`config.mk`:
```
export PLATFORM = sky130hd
export DESIGN_NAME = decimal_text_to_fixed_point_unit_flat
export DESIGN_NICKNAME = d
export VERILOG_FILES = /design/src/hdl/dtf_pkg.sv /design/src/hdl/dtf_if.sv /design/src/hdl/decimal_text_to_fixed_point_unit.sv /design/src/hdl/dtf_accum.sv /design/src/flat_wrapper.sv
export SDC_FILE = /design/constraint.sdc
export NUM_CORES = 1
export LEC_CHECK = 0
export BUFFER_PORTS_ARGS = -buffer_cell sky130_fd_sc_hd__buf_2
export CORE_MARGIN = 4
export CORE_UTILIZATION = 56
export DETAILED_ROUTE_END_ITERATION = 8
export GPL_TIMING_DRIVEN = 0
export PLACE_DENSITY = 0.78
export SLEW_MARGIN = 10
export SYNTH_ARGS = -nofsm -noshare
export SYNTH_HDL_FRONTEND = slang
export SYNTH_HIERARCHICAL = 1
export SYNTH_SLANG_ARGS = --single-unit
```
`constraint.sdc`:
```
create_clock -name clk -period 5.33 [get_ports clk]
set_input_delay 0.533 -clock clk [delete_from_list [all_inputs] [get_ports clk]]
set_output_delay 0.533 -clock clk [all_outputs]
set_load 0.03 [all_outputs]
```
`src/hdl/dtf_pkg.sv`:
```
// ----------------------------------------------------------------------------
// dtf_pkg: shared constants for the decimal text to fixed point unit
// Character codes that steer the parser and the width of the place counter.
// ----------------------------------------------------------------------------
package dtf_pkg;

  localparam logic [7:0] CHAR_MINUS = 8'h2D;
  localparam logic [7:0] CHAR_POINT = 8'h2E;
  localparam logic [7:0] CHAR_ZERO  = 8'h30;
  localparam logic [7:0] CHAR_NINE  = 8'h39;

  localparam int CHAR_W = 8;
  localparam int POS_W  = 3;    // fraction place counter, up to seven places
  localparam int DIGIT_W = 4;

endpackage

```
`src/hdl/dtf_if.sv`:
```
// ----------------------------------------------------------------------------
// dtf_if: channel interfaces
// Valid/ready channels for text bytes in and parsed numbers out.
// ----------------------------------------------------------------------------
interface dtf_char_if;
  logic                           valid;
  logic                           ready;
  logic [dtf_pkg::CHAR_W-1:0]     char_code;

  modport source (output valid, output char_code, input ready);
  modport sink (input valid, input char_code, output ready);
endinterface

interface dtf_result_if #(
  parameter int VALUE_W = 41
);
  logic                      valid;
  logic                      ready;
  logic signed [VALUE_W-1:0] value;
  logic                      overflow;

  modport source (output valid, output value, output overflow, input ready);
  modport sink (input valid, input value, input overflow, output ready);
endinterface

```
`src/hdl/decimal_text_to_fixed_point_unit.sv`:
```
// ----------------------------------------------------------------------------
// decimal_text_to_fixed_point_unit: ASCII decimal text to signed fixed point
// Parses a byte stream into signed Q(INT_BITS).(FRAC_BITS) numbers.
// ----------------------------------------------------------------------------
// Usage:
//   in_ch carries one text byte per transaction. Digits, a '-' anywhere and
//   one '.' build the number; any other byte (or a second '.') ends it.
//   out_ch carries one transaction per terminating byte: the signed value
//   and a flag that is set when the magnitude saturated.
//   Throughput: one byte per cycle, set by the single accumulator update
//   between the input register and the result register, while no terminator
//   waits on a held result. A terminator passes both registers in that order.
//   Reset (rst, synchronous) empties both registers and clears the parser
//   state, so the first byte after reset starts a new number.
//   When out_ch stalls with a result held, digits and signs still advance;
//   a following terminator waits in the input register, and in_ch ready
//   drops until the result is taken. No transaction is lost or repeated.
// ----------------------------------------------------------------------------
module decimal_text_to_fixed_point_unit #(
  parameter int INT_BITS        = 24,
  parameter int FRAC_BITS       = 16,
  parameter int MAX_FRAC_DIGITS = 5
) (
  input  logic          clk,
  input  logic          rst,
  dtf_char_if.sink      in_ch,
  dtf_result_if.source  out_ch
);

  localparam int VALUE_W = INT_BITS + FRAC_BITS + 1;

  logic                             in_valid;
  logic [dtf_pkg::CHAR_W-1:0]       in_char;
  logic                             res_valid;
  logic signed [VALUE_W-1:0]        res_value;
  logic                             res_overflow;

  logic                             is_term;
  logic signed [VALUE_W-1:0]        acc_value;
  logic                             acc_overflow;
  logic                             res_free;
  logic                             fire;

  assign res_free    = !res_valid || out_ch.ready;
  assign fire        = in_valid && (!is_term || res_free);
  assign in_ch.ready = !in_valid || fire;

  dtf_accum #(
    .INT_BITS        (INT_BITS),
    .FRAC_BITS       (FRAC_BITS),
    .MAX_FRAC_DIGITS (MAX_FRAC_DIGITS)
  ) u_accum (
    .clk       (clk),
    .rst       (rst),
    .fire      (fire),
    .char_code (in_char),
    .is_term   (is_term),
    .value     (acc_value),
    .overflow  (acc_overflow)
  );

  // Input register
  always_ff @(posedge clk) begin
    if (rst) begin
      in_valid <= 1'b0;
    end else if (in_ch.ready) begin
      in_valid <= in_ch.valid;
    end
  end

  always_ff @(posedge clk) begin
    if (in_ch.ready && in_ch.valid) begin
      in_char <= in_ch.char_code;
    end
  end

  // Result register
  always_ff @(posedge clk) begin
    if (rst) begin
      res_valid <= 1'b0;
    end else if (res_free) begin
      res_valid <= fire && is_term;
    end
  end

  always_ff @(posedge clk) begin
    if (fire && is_term) begin
      res_value    <= acc_value;
      res_overflow <= acc_overflow;
    end
  end

  assign out_ch.valid    = res_valid;
  assign out_ch.value    = res_value;
  assign out_ch.overflow = res_overflow;

endmodule

```
`src/hdl/dtf_accum.sv`:
```
// ----------------------------------------------------------------------------
// dtf_accum: parser state and accumulator update
// Holds magnitude, sign, point and overflow state; updates it for one byte
// per cycle while fire is high and presents the signed result for a terminating byte.
// ----------------------------------------------------------------------------
module dtf_accum #(
  parameter int INT_BITS        = 24,
  parameter int FRAC_BITS       = 16,
  parameter int MAX_FRAC_DIGITS = 5
) (
  input  logic                                   clk,
  input  logic                                   rst,
  input  logic                                   fire,
  input  logic [dtf_pkg::CHAR_W-1:0]             char_code,
  output logic                                   is_term,
  output logic signed [INT_BITS+FRAC_BITS:0]     value,
  output logic                                   overflow
);

  localparam int MAG_BITS = INT_BITS + FRAC_BITS;
  localparam int NW       = INT_BITS + dtf_pkg::DIGIT_W;
  localparam int ADD_W    = FRAC_BITS + dtf_pkg::DIGIT_W;

  logic [MAG_BITS-1:0]          magnitude_acc, magnitude_acc_next;
  logic                         point_seen, point_seen_next;
  logic [dtf_pkg::POS_W-1:0]    fraction_position, fraction_position_next;
  logic                         negative_flag, negative_flag_next;
  logic                         overflow_flag, overflow_flag_next;

  logic                         is_minus, is_digit, is_point;
  logic [dtf_pkg::DIGIT_W-1:0]  digit;
  logic [NW-1:0]                int_part, int_next;
  logic [FRAC_BITS-1:0]         w_terms [MAX_FRAC_DIGITS];
  logic [FRAC_BITS-1:0]         weight;
  logic [ADD_W-1:0]             frac_add;
  logic [MAG_BITS:0]            frac_sum;
  logic [MAG_BITS:0]            mag_ext;

  // Fraction weights: round-half-up of 2^FRAC_BITS / 10^(k+1)
  for (genvar k = 0; k < MAX_FRAC_DIGITS; k++) begin : g_weight
    localparam longint unsigned P = 64'd10 ** (k + 1);
    localparam longint unsigned W = ((64'd1 << FRAC_BITS) + P / 2) / P;
    assign w_terms[k] = (fraction_position == dtf_pkg::POS_W'(k)) ?
                        FRAC_BITS'(W) : '0;
  end

  always_comb begin
    weight = '0;
    for (int k = 0; k < MAX_FRAC_DIGITS; k++) begin
      weight = weight | w_terms[k];
    end
  end

  assign is_minus = (char_code == dtf_pkg::CHAR_MINUS);
  assign is_digit = (char_code >= dtf_pkg::CHAR_ZERO) && (char_code <= dtf_pkg::CHAR_NINE);
  assign is_point = (char_code == dtf_pkg::CHAR_POINT) && !point_seen;
  assign is_term  = !is_minus && !is_digit && !is_point;
  assign digit    = dtf_pkg::DIGIT_W'(char_code - dtf_pkg::CHAR_ZERO);

  // Integer step: int * 10 + digit as two shifts and adds
  assign int_part = NW'(magnitude_acc[MAG_BITS-1:FRAC_BITS]);
  assign int_next = (int_part << 3) + (int_part << 1) + NW'(digit);

  assign frac_add = ADD_W'(digit) * ADD_W'(weight);
  assign frac_sum = {1'b0, magnitude_acc} + (MAG_BITS+1)'(frac_add);

  always_comb begin
    magnitude_acc_next     = magnitude_acc;
    point_seen_next        = point_seen;
    fraction_position_next = fraction_position;
    negative_flag_next     = negative_flag;
    overflow_flag_next     = overflow_flag;
    if (is_minus) begin
      negative_flag_next = 1'b1;
    end else if (is_digit) begin
      if (!point_seen) begin
        if (!overflow_flag) begin
          if (int_next[NW-1:INT_BITS] != '0) begin
            magnitude_acc_next = '1;
            overflow_flag_next = 1'b1;
          end else begin
            magnitude_acc_next = {int_next[INT_BITS-1:0], {FRAC_BITS{1'b0}}};
          end
        end
      end else if (fraction_position < dtf_pkg::POS_W'(MAX_FRAC_DIGITS)) begin
        if (frac_sum[MAG_BITS]) begin
          magnitude_acc_next = '1;
          overflow_flag_next = 1'b1;
        end else begin
          magnitude_acc_next = frac_sum[MAG_BITS-1:0];
        end
        fraction_position_next = fraction_position + 1'b1;
      end
    end else if (is_point) begin
      point_seen_next = 1'b1;
    end else begin
      // terminator: clear for the next number
      magnitude_acc_next     = '0;
      point_seen_next        = 1'b0;
      fraction_position_next = '0;
      negative_flag_next     = 1'b0;
      overflow_flag_next     = 1'b0;
    end
  end

  always_ff @(posedge clk) begin
    if (rst) begin
      magnitude_acc     <= '0;
      point_seen        <= 1'b0;
      fraction_position <= '0;
      negative_flag     <= 1'b0;
      overflow_flag     <= 1'b0;
    end else if (fire) begin
      magnitude_acc     <= magnitude_acc_next;
      point_seen        <= point_seen_next;
      fraction_position <= fraction_position_next;
      negative_flag     <= negative_flag_next;
      overflow_flag     <= overflow_flag_next;
    end
  end

  assign mag_ext  = {1'b0, magnitude_acc};
  assign value    = negative_flag ? $signed(-mag_ext) : $signed(mag_ext);
  assign overflow = overflow_flag;

endmodule

```
`src/flat_wrapper.sv`:
```
// flat-port wrapper written by rule: the top's interface ports become plain ports
module decimal_text_to_fixed_point_unit_flat 
#(
  parameter int INT_BITS        = 24,
  parameter int FRAC_BITS       = 16,
  parameter int MAX_FRAC_DIGITS = 5
)
  (clk, rst, in_ch_valid, in_ch_char_code, in_ch_ready, out_ch_valid, out_ch_value, out_ch_overflow, out_ch_ready);
  dtf_char_if in_ch_i ();
  dtf_result_if #(.VALUE_W(((INT_BITS + FRAC_BITS) + 1))) out_ch_i ();
  input  logic clk;
  input  logic rst;
  input wire logic [$bits(in_ch_i.valid)-1:0] in_ch_valid;
  input wire logic [$bits(in_ch_i.char_code)-1:0] in_ch_char_code;
  output wire logic [$bits(in_ch_i.ready)-1:0] in_ch_ready;
  output wire logic [$bits(out_ch_i.valid)-1:0] out_ch_valid;
  output wire logic [$bits(out_ch_i.value)-1:0] out_ch_value;
  output wire logic [$bits(out_ch_i.overflow)-1:0] out_ch_overflow;
  input wire logic [$bits(out_ch_i.ready)-1:0] out_ch_ready;
  assign in_ch_i.valid = in_ch_valid;
  assign in_ch_i.char_code = in_ch_char_code;
  assign in_ch_ready = in_ch_i.ready;
  assign out_ch_valid = out_ch_i.valid;
  assign out_ch_value = out_ch_i.value;
  assign out_ch_overflow = out_ch_i.overflow;
  assign out_ch_i.ready = out_ch_ready;
  decimal_text_to_fixed_point_unit #(.INT_BITS(INT_BITS), .FRAC_BITS(FRAC_BITS), .MAX_FRAC_DIGITS(MAX_FRAC_DIGITS)) u_core (.clk(clk), .rst(rst), .in_ch(in_ch_i), .out_ch(out_ch_i));
endmodule
```
==> reports/summary.txt, run 1 <==
SYNTHESIS
------------------------------------------------------------------------------------
Cell type contributing the most total cell area after synthesis         sky130_fd_sc_hd__edfxtp_1
Sequential element share of the synthesized area                               29.0%
Main area contributors after synthesis                                  sky130_fd_sc_hd__edfxtp_1 18%, sky130_fd_sc_hd__ha_1 13%, sky130_fd_sc_hd__dfxtp_1 11%
Register bit total from synthesis                                                 98
Number of enable-type register cells in the synthesized netlist                   50
Synth Net Count                                                                 1107
Area of the mapped netlist                                              0.00850 mm^2
Number of warnings printed during yosys synthesis                                  6
Most used DFF post-synth                                                sky130_fd_sc_hd__edfxtp_1
Share of Yosys cell area claimed by the top area cell type                     17.7%
Synthesized instance count                                                       978
Number of distinct library cells after synthesis                                  68
Per-instance average area after synthesis                                  8.69 um^2
Share of flip-flops with an asynchronous set or reset                             0%

FLOORPLAN
------------------------------------------------------------------------------------
Number of standard-cell rows in the floorplan                                     44
Core ar.                                                                 0.0147 mm^2
Number of ports placed on the die boundary                                        56
Die ar.                                                                  0.0172 mm^2
Die extent in x                                                               131 um
Starting utilization of the core area                                          57.8%
Die extent in y                                                               131 um

CRITICAL PATH
------------------------------------------------------------------------------------
Combined buffer and inverter count along the critical path                         2
Ordered cell list for the critical path                                 inv_1 -> ha_2 -> mux2i_2 -> nand2b_1 -> fa_1 -> fa_1 -> fa_1 -> inv_1 -> ha_2 -> o211ai_1 -> o211ai_1 -> or4b_4 -> nor2_2 -> or2_4 -> nand2_2 -> or4_1 -> a221o_1 -> nand3_1
Cell with the largest stage delay on the worst path                     sky130_fd_sc_hd__fa_1
Endpoint type of the worst setup path                                      flip-flop
Cell class contributing the biggest share of worst-path delay            adder cells
Type of the worst setup path                                            flip-flop to flip-flop
Crit path DAT                                                                5430 ps
Most frequent CP cell                                                   sky130_fd_sc_hd__fa_1
Highest cell delay on the worst timing path                                   580 ps
Kind of launch point of the worst setup path                               flip-flop
Worst path required time                                                     5630 ps
Critical Path Fanout Max                                                           7

LAYOUT
------------------------------------------------------------------------------------
Final Instance Area                                                     0.00951 mm^2
Combined area of the multi-input logic cells                            0.00564 mm^2
Count of filler cells inserted in the layout                                    1243
Area taken by flip-flops and latches                                    0.00247 mm^2
Synthesis-to-layout area growth                                                11.9%
N_diodes                                                                           0
Final Net Count                                                                 1181
Core utilization of the finished layout                                        64.7%
Fraction of layout instances using a drive strength above 1                    12.3%

TIMING
------------------------------------------------------------------------------------
Max-slew violation count                                                           0
Hold Vio Cnt, Final                                                                0
Worst Skew                                                                   8.99 ps
Hold WS                                                                       353 ps
# setup viols final                                                                0
Peak clock frequency supported by timing                                     195 MHz
Actual transition at the worst max-transition pin                             725 ps
Min cycle time layout                                                        5130 ps
Period utilisation layout                                                      96.2%
Slew HR                                                                        51.5%
Unrepaired setup endpoints after global routing                                false
Worst Setup Slack, final                                                      200 ps

GLOBAL ROUTING
------------------------------------------------------------------------------------
Antenna violations before repair                                                   0
Leftover overflow at the end of global routing                                     0
Wire length of the first global-routing pass                                33500 um
Overall routing resource usage                                                 23.6%
Number of global-route vias before repair                                       6597
Largest net degree at the start of global routing                                 26

PWR
------------------------------------------------------------------------------------
Switching fraction of total power                                              27.5%
Total design power                                                           1.79 mW
Sequential Power Share                                                         45.6%
Maximum resistive drop on vdd                                               0.139 mV
Standby leakage power                                                        4.34 nW
Switch Pwr                                                                    491 uW
Clock network fraction of design power                                         36.6%
Areal power density over the cells                                       188 mW/mm^2
Design internal power                                                        1.30 mW
Comb power frac                                                                17.8%

PLACED DESIGN
------------------------------------------------------------------------------------
IO buf count                                                                      55
Dpl cell area                                                           0.00905 mm^2
Estimated wirelength of the detail-placed design                            16300 um
Weighted congestion at the end of routability-driven global placement          0.956
Worst setup slack after placement                                            -872 ps

ROUTING
------------------------------------------------------------------------------------
DRC Markers                                                                        0
Pre-antenna DRT Iters                                                              5
Detailed router's first-iteration violation count                                544
Routed vias/inst                                                                5.91
Number of vias after detailed routing                                           7336
Total wire length                                                           20800 um
Routed wire length per instance                                              16.8 um
Routed Antenna Nets                                                                0

CLOCK TREE
------------------------------------------------------------------------------------
Clock tree from TritonCTS                                                      built
Root buffer cell                                                        sky130_fd_sc_hd__clkbuf_16
Total CTS buffers                                                                  9
H-tree levels                                                                      3
Clock buffer depth                                                                 2
TritonCTS sink count                                                              98
Clock latency on the worst-skew pair                                          350 ps
Hold-fix buffers at CTS                                                            0
Clk pin slew, worst setup/hold paths                                           70 ps

FLOW RUN
------------------------------------------------------------------------------------
Maximum Capacitance Violations                                                     0

OUTCOME
------------------------------------------------------------------------------------
Status                                                                  finished clean

HOLD PATH
------------------------------------------------------------------------------------
Class of the most critical hold timing path                             input pin to flip-flop

## cell families (layout without fill, tap and decap cells)
family | after synthesis | count (layout) | synth area share [%]
mux | 4 | 4 | 0.471
compound gates | 259 | 259 | 20.0
xor+xnor | 80 | 80 | 8.25
fa+ha+maj | 117 | 117 | 19.9
flops | 98 | 98 | 29.0
simple gates | 288 | 288 | 16.6
buf+inv | 132 | 211 | 5.88
## worst register-to-register path: stages, from the launching register on
cell	delay, ps
sky130_fd_sc_hd__dfxtp_4	360
sky130_fd_sc_hd__inv_1	90
sky130_fd_sc_hd__ha_2	240
sky130_fd_sc_hd__mux2i_2	110
sky130_fd_sc_hd__nand2b_1	180
sky130_fd_sc_hd__fa_1	580
sky130_fd_sc_hd__fa_1	470
sky130_fd_sc_hd__fa_1	520
sky130_fd_sc_hd__inv_1	40
sky130_fd_sc_hd__ha_2	360
sky130_fd_sc_hd__o211ai_1	110
sky130_fd_sc_hd__o211ai_1	240
sky130_fd_sc_hd__or4b_4	520
sky130_fd_sc_hd__nor2_2	140
sky130_fd_sc_hd__or2_4	170
sky130_fd_sc_hd__nand2_2	110
sky130_fd_sc_hd__or4_1	420
sky130_fd_sc_hd__a221o_1	350
sky130_fd_sc_hd__nand3_1	80
## cell usage after synthesis (all sizes together) (5+ instances only)
master,n
xor2,26
a211oi,9
nand2,101
o41ai,6
xnor2,54
a21oi,58
o31ai,16
ha,87
inv,85
nand2b,7
fa,30
dfxtp,48
a21o,16
nand4,7
or4,5
clkbuf,41
nor3,14
o221ai,12
and3,5
buf,6
o21ai,75
nor2,58
nor2b,8
or3,18
or2,7
nand3,29
edfxtp,50
o211ai,14
and2,15
a31oi,5
o21a,6
## power groups by stage
stage               registers, mW  logic, mW  clock network [mW]
finish                      0.815      0.317               0.654
global route                0.817      0.353               0.692
CTS                         0.816      0.305               0.665
detailed placement          0.833      0.294                   0
global placement            0.834      0.285                   0
floorplan                   0.859      0.196                   0
## final timing paths
check                                           start                          endpoint  slack [ps]  cells past startpoint
setup / recovery  u_core/u_accum/fraction_position[0]  u_core/u_accum/magnitude_acc[38]         200                     18
hold reg to reg               u_core/u_accum/overflow            u_core/out_ch.overflow         450                      0
hold / removal                     in_ch_char_code[4]                 u_core/in_char[4]         350                      1
setup reg to reg  u_core/u_accum/fraction_position[0]  u_core/u_accum/magnitude_acc[38]         200                     18
## area by class of cell
class,count,share of cell area [%]
Buffer,44,1.91
Tap cell,184,2.42
Inverter,85,3.36
Clock inverter,4,0.553
Clock buffer,12,2.49
Timing Repair Buffer,66,3.95
Sequential cell,98,26.0
Multi-Input combinational cell,748,59.4
## layout by cell type, fill, tap and decap left out, drive strengths merged, types with 6 or more instances in the layout
| cell type | instances |
|---|---|
| a211oi | 9 |
| a21o | 16 |
| a21oi | 58 |
| and2 | 15 |
| buf | 73 |
| clkbuf | 49 |
| dfxtp | 48 |
| edfxtp | 50 |
| fa | 30 |
| ha | 87 |
| inv | 86 |
| nand2 | 101 |
| nand2b | 7 |
| nand3 | 29 |
| nand4 | 7 |
| nor2 | 58 |
| nor2b | 8 |
| nor3 | 14 |
| o211ai | 14 |
| o21a | 6 |
| o21ai | 75 |
| o221ai | 12 |
| o31ai | 16 |
| o41ai | 6 |
| or2 | 7 |
| or3 | 18 |
| xnor2 | 54 |
| xor2 | 26 |
## flip-flops by register name (all words and copies together), names as in the netlist
signal,count
u_core/u_accum/fraction_position,3
u_core/in_valid,1
u_core/in_char,8
u_core/out_ch.overflow,1
u_core/u_accum/overflow,1
u_core/u_accum/magnitude_acc,40
u_core/u_accum/negative_flag,1
u_core/out_ch.value,41
u_core/u_accum/point_seen,1
u_core/out_ch.valid,1
## metal layers
metal,track usage [%],part of all wire (%),vias to the layer above,wire length [um]
met3,3.67,8.8,41,1830
met4,7.93,2.6,0,541
met2,35.4,42,322,8670
met5,0,0,-,0
met1,34.8,47,3342,9790
li1,-,-,3631,-
## stage by stage
step           setup TNS [ps]  instances
3_5_place_dp           -23910       1219
5_1_grt                     0       1241
4_1_cts                     0       1235
6_report                    0       1241
2_1_floorplan               0        978
3_3_place_gp           -22290       1217
## timing repair
item	4_1_cts	5_1_grt
setup endpoints to repair	41	39
gates cloned	0	0
pin swaps	4	2
setup buffers	3	6
resized for setup	21	18
No activity file was read; power rests on OpenSTA's default activity.
==> run 2, diff against run 1 <==
--- a/config.mk
+++ b/config.mk
@@ -6,13 +6,17 @@
 export NUM_CORES = 1
 export LEC_CHECK = 0
 export BUFFER_PORTS_ARGS = -buffer_cell sky130_fd_sc_hd__buf_2
+export CELL_PAD_IN_SITES_DETAIL_PLACEMENT = 0
+export CELL_PAD_IN_SITES_GLOBAL_PLACEMENT = 1
+export CORE_ASPECT_RATIO = 1.4
 export CORE_MARGIN = 4
-export CORE_UTILIZATION = 56
+export CORE_UTILIZATION = 43
 export DETAILED_ROUTE_END_ITERATION = 8
 export GPL_TIMING_DRIVEN = 0
-export PLACE_DENSITY = 0.78
+export PLACE_DENSITY_LB_ADDON = 0.1
 export SLEW_MARGIN = 10
 export SYNTH_ARGS = -nofsm -noshare
 export SYNTH_HDL_FRONTEND = slang
 export SYNTH_HIERARCHICAL = 1
 export SYNTH_SLANG_ARGS = --single-unit
+export TNS_END_PERCENT = 50
==> run 2 against run 1 <==
Against the previous run:
- count of clock-buffer cells in the layout shrank 1
- sequential power is essentially flat
- clock power increased by 9.3%
- largest cell class unchanged
- global-route usage down 0.97 points
- largest power group unchanged
- clock skew up 3.5 ps
- first-iteration DRC count decreased by 39%
- worst hold slack better by 9.2 ps
- core utilization is 14 points lower
- routed wire length rose by 19%
- sequential cell count unchanged
- sequential share of layout area fell by 0.58 points
- highest routed layer unchanged
- register-to-register slack barely moved
==> reports/summary.txt, run 2 (synthesis results as in run 1) <==
OUTCOME
------------------------------------------------------------------------------------
Status                                                                  finished clean

PLACED DESIGN
------------------------------------------------------------------------------------
Placed cells                                                                    1283
Estimated wirelength of the detail-placed design                            20100 um
Weighted congestion at the end of routability-driven global placement          0.851
IO buf count                                                                      55
Worst setup slack after placement                                           -1090 ps
Dpl cell area                                                           0.00913 mm^2

CRITICAL PATH
------------------------------------------------------------------------------------
Last element of the critical path                                       u_core/u_accum/magnitude_acc[29]
Worst path required time                                                     5570 ps
Kind of launch point of the worst setup path                               flip-flop
Launching point of the worst reg2reg path                               u_core/in_char[2]
Depth of the worst register-to-register path                                      16
Type of the worst setup path                                            flip-flop to flip-flop
Start point of the critical path                                        u_core/in_char[2]
Endpoint type of the worst setup path                                      flip-flop
Destination of the worst register-to-register timing path               u_core/u_accum/magnitude_acc[29]
Crit path DAT                                                                5350 ps
Critical Path Fanout Max                                                           7
Worst reg2reg setup slack                                                     210 ps

LAYOUT
------------------------------------------------------------------------------------
N_diodes                                                                           0
Count of filler cells inserted in the layout                                    1914
Most frequent cells in the layout                                       99 x sky130_fd_sc_hd__nand2_1, 82 x sky130_fd_sc_hd__inv_1, 81 x sky130_fd_sc_hd__ha_1
Combined area of the multi-input logic cells                            0.00571 mm^2
Final Instance Area                                                     0.00973 mm^2
Fraction of layout instances using a drive strength above 1                    13.7%
Post-route insts no fill                                                        1311
Synthesis-to-layout area growth                                                14.6%
Final Net Count                                                                 1187
Max reg flops                                                                     41
Area taken by flip-flops and latches                                    0.00247 mm^2
Leading cell type in the layout, fill and taps excluded                 sky130_fd_sc_hd__nand2_1

FLOORPLAN
------------------------------------------------------------------------------------
Number of standard-cell rows in the floorplan                                     60
Die ar.                                                                  0.0221 mm^2
Die extent in y                                                               174 um
Die extent in x                                                               127 um
Core ar.                                                                 0.0193 mm^2
Starting utilization of the core area                                          44.0%
Number of ports placed on the die boundary                                        56

ROUTING
------------------------------------------------------------------------------------
Routed wire length per instance                                              18.9 um
Number of vias after detailed routing                                           7345
Detailed router's first-iteration violation count                                334
Routed vias/inst                                                                5.60
Routed Antenna Nets                                                                0
DRC Markers                                                                        0
Pre-antenna DRT Iters                                                              5
Total wire length                                                           24800 um

PWR
------------------------------------------------------------------------------------
Switch Pwr                                                                    524 uW
Design internal power                                                        1.34 mW
Sequential Power Share                                                         43.7%
Clock network fraction of design power                                         38.4%
Switching fraction of total power                                              28.1%
Areal power density over the cells                                       191 mW/mm^2
Maximum resistive drop on vdd                                               0.135 mV
Comb power frac                                                                17.9%
Standby leakage power                                                        4.40 nW

GLOBAL ROUTING
------------------------------------------------------------------------------------
Number of global-route vias before repair                                       7418
Leftover overflow at the end of global routing                                     0
Overall routing resource usage                                                 22.6%
Largest net degree at the start of global routing                                 33
Antenna violations before repair                                                   0
Wire length of the first global-routing pass                                39500 um

CLOCK TREE
------------------------------------------------------------------------------------
Clk pin slew, worst setup/hold paths                                           70 ps
Total CTS buffers                                                                  9
Clock tree from TritonCTS                                                      built
Hold-fix buffers at CTS                                                            0
Root buffer cell                                                        sky130_fd_sc_hd__clkbuf_16
Clock latency on the worst-skew pair                                          350 ps
TritonCTS sink count                                                              98
H-tree levels                                                                      3
Clock buffer depth                                                                 2

TIMING
------------------------------------------------------------------------------------
Worst Setup Slack, final                                                      212 ps
Slew HR                                                                        39.1%
Actual transition at the worst max-transition pin                             911 ps
Max-slew violation count                                                           0
Min cycle time layout                                                        5120 ps
Worst Skew                                                                   12.5 ps
# setup viols final                                                                0
Period utilisation layout                                                      96.0%
Peak clock frequency supported by timing                                     195 MHz
Hold Vio Cnt, Final                                                                0

FLOW RUN
------------------------------------------------------------------------------------
Maximum Capacitance Violations                                                     0

HOLD PATH
------------------------------------------------------------------------------------
Class of the most critical hold timing path                             input pin to flip-flop

run 2: changes by cell type in the layout (fill, tap and decap cells not counted), moves of 2 or more:
cell / previous run / this run
sky130_fd_sc_hd__ha_1: 83 / 81
sky130_fd_sc_hd__clkbuf_4: 1 / 3
sky130_fd_sc_hd__clkbuf_1: 39 / 36
sky130_fd_sc_hd__nor2b_1: 7 / 5
sky130_fd_sc_hd__inv_8: 0 / 2
sky130_fd_sc_hd__ha_4: 2 / 4
sky130_fd_sc_hd__buf_4: 12 / 18
run 2: worst min path at each step:
| stage | slack, ps | cells past startpoint | start | endpoint |
|---|---|---|---|---|
| 6_report | 360 | 1 | in_ch_char_code[7] | u_core/in_char[7] |
| 3_3_place_gp | 420 | 0 | u_core/u_accum/overflow | u_core/out_ch.overflow |
| 3_5_place_dp | 410 | 0 | u_core/u_accum/overflow | u_core/out_ch.overflow |
| 2_1_floorplan | 410 | 0 | u_core/u_accum/overflow | u_core/out_ch.overflow |
| 4_1_cts | 350 | 1 | in_ch_char_code[7] | u_core/in_char[7] |
| 5_1_grt | 350 | 1 | in_ch_char_code[6] | u_core/in_char[6] |
run 2: repair_timing:
item,in CTS,in global routing
setup endpoints to repair,41,36
pin swaps,4,8
setup buffers,1,14
hold endpoints to repair,0,0
resized for setup,28,22
run 2: critical path, stage by stage (launching register included):
cell and delay [ps]:
sky130_fd_sc_hd__edfxtp_1 420, sky130_fd_sc_hd__nor2b_2 210, sky130_fd_sc_hd__and2_1 200, sky130_fd_sc_hd__or2_2 320, sky130_fd_sc_hd__fa_1 490, sky130_fd_sc_hd__fa_1 610
sky130_fd_sc_hd__fa_1 430, sky130_fd_sc_hd__ha_1 380, sky130_fd_sc_hd__nand3_1 140, sky130_fd_sc_hd__a21oi_1 140, sky130_fd_sc_hd__o21ai_1 180, sky130_fd_sc_hd__a2111oi_4 360
sky130_fd_sc_hd__o21ai_2 150, sky130_fd_sc_hd__or3_4 420, sky130_fd_sc_hd__or3_1 320, sky130_fd_sc_hd__a21oi_1 150, sky130_fd_sc_hd__o21ai_0 100
run 2: layer usage:
metal / GRT usage (%) / wire [um] / up-vias
met3: 1.88 / 639 / 35
li1: - / - / 3645
met5: 0 / 0 / -
met1: 24.5 / 9340 / 3538
met2: 44.5 / 14000 / 127
met4: 8.32 / 804 / 0
run 2: final cells by class:
class / count / share of cell area (%)
multi-input combinational: 748 / 58.7
sequential: 98 / 25.4
timing repair buffer: 72 / 4.27
inverter: 85 / 3.28
tap: 248 / 3.19
clock buffer: 11 / 2.65
buffer: 44 / 1.86
clock inverter: 5 / 0.707
run 2: per-stage QoR:
stage	setup TNS, ps	power, mW	util [%]	hold slack, ps
global placement	-31380	1.14	47.1	417
detailed placement	-30580	1.14	47.3	414
floorplan	0	1.06	-	408
global route	-42.8	1.95	50.5	347
finish	0	1.86	50.5	362
CTS	0	1.87	49.4	347
run 2: power groups by stage:
| stage | Clock [mW] | Sequential (mW) | Combinational [mW] |
|---|---|---|---|
| 3_5_place_dp | 0 | 0.834 | 0.310 |
| 3_3_place_gp | 0 | 0.836 | 0.306 |
| 6_report | 0.715 | 0.815 | 0.334 |
| 5_1_grt | 0.765 | 0.817 | 0.372 |
| 2_1_floorplan | 0 | 0.859 | 0.196 |
| 4_1_cts | 0.733 | 0.817 | 0.321 |
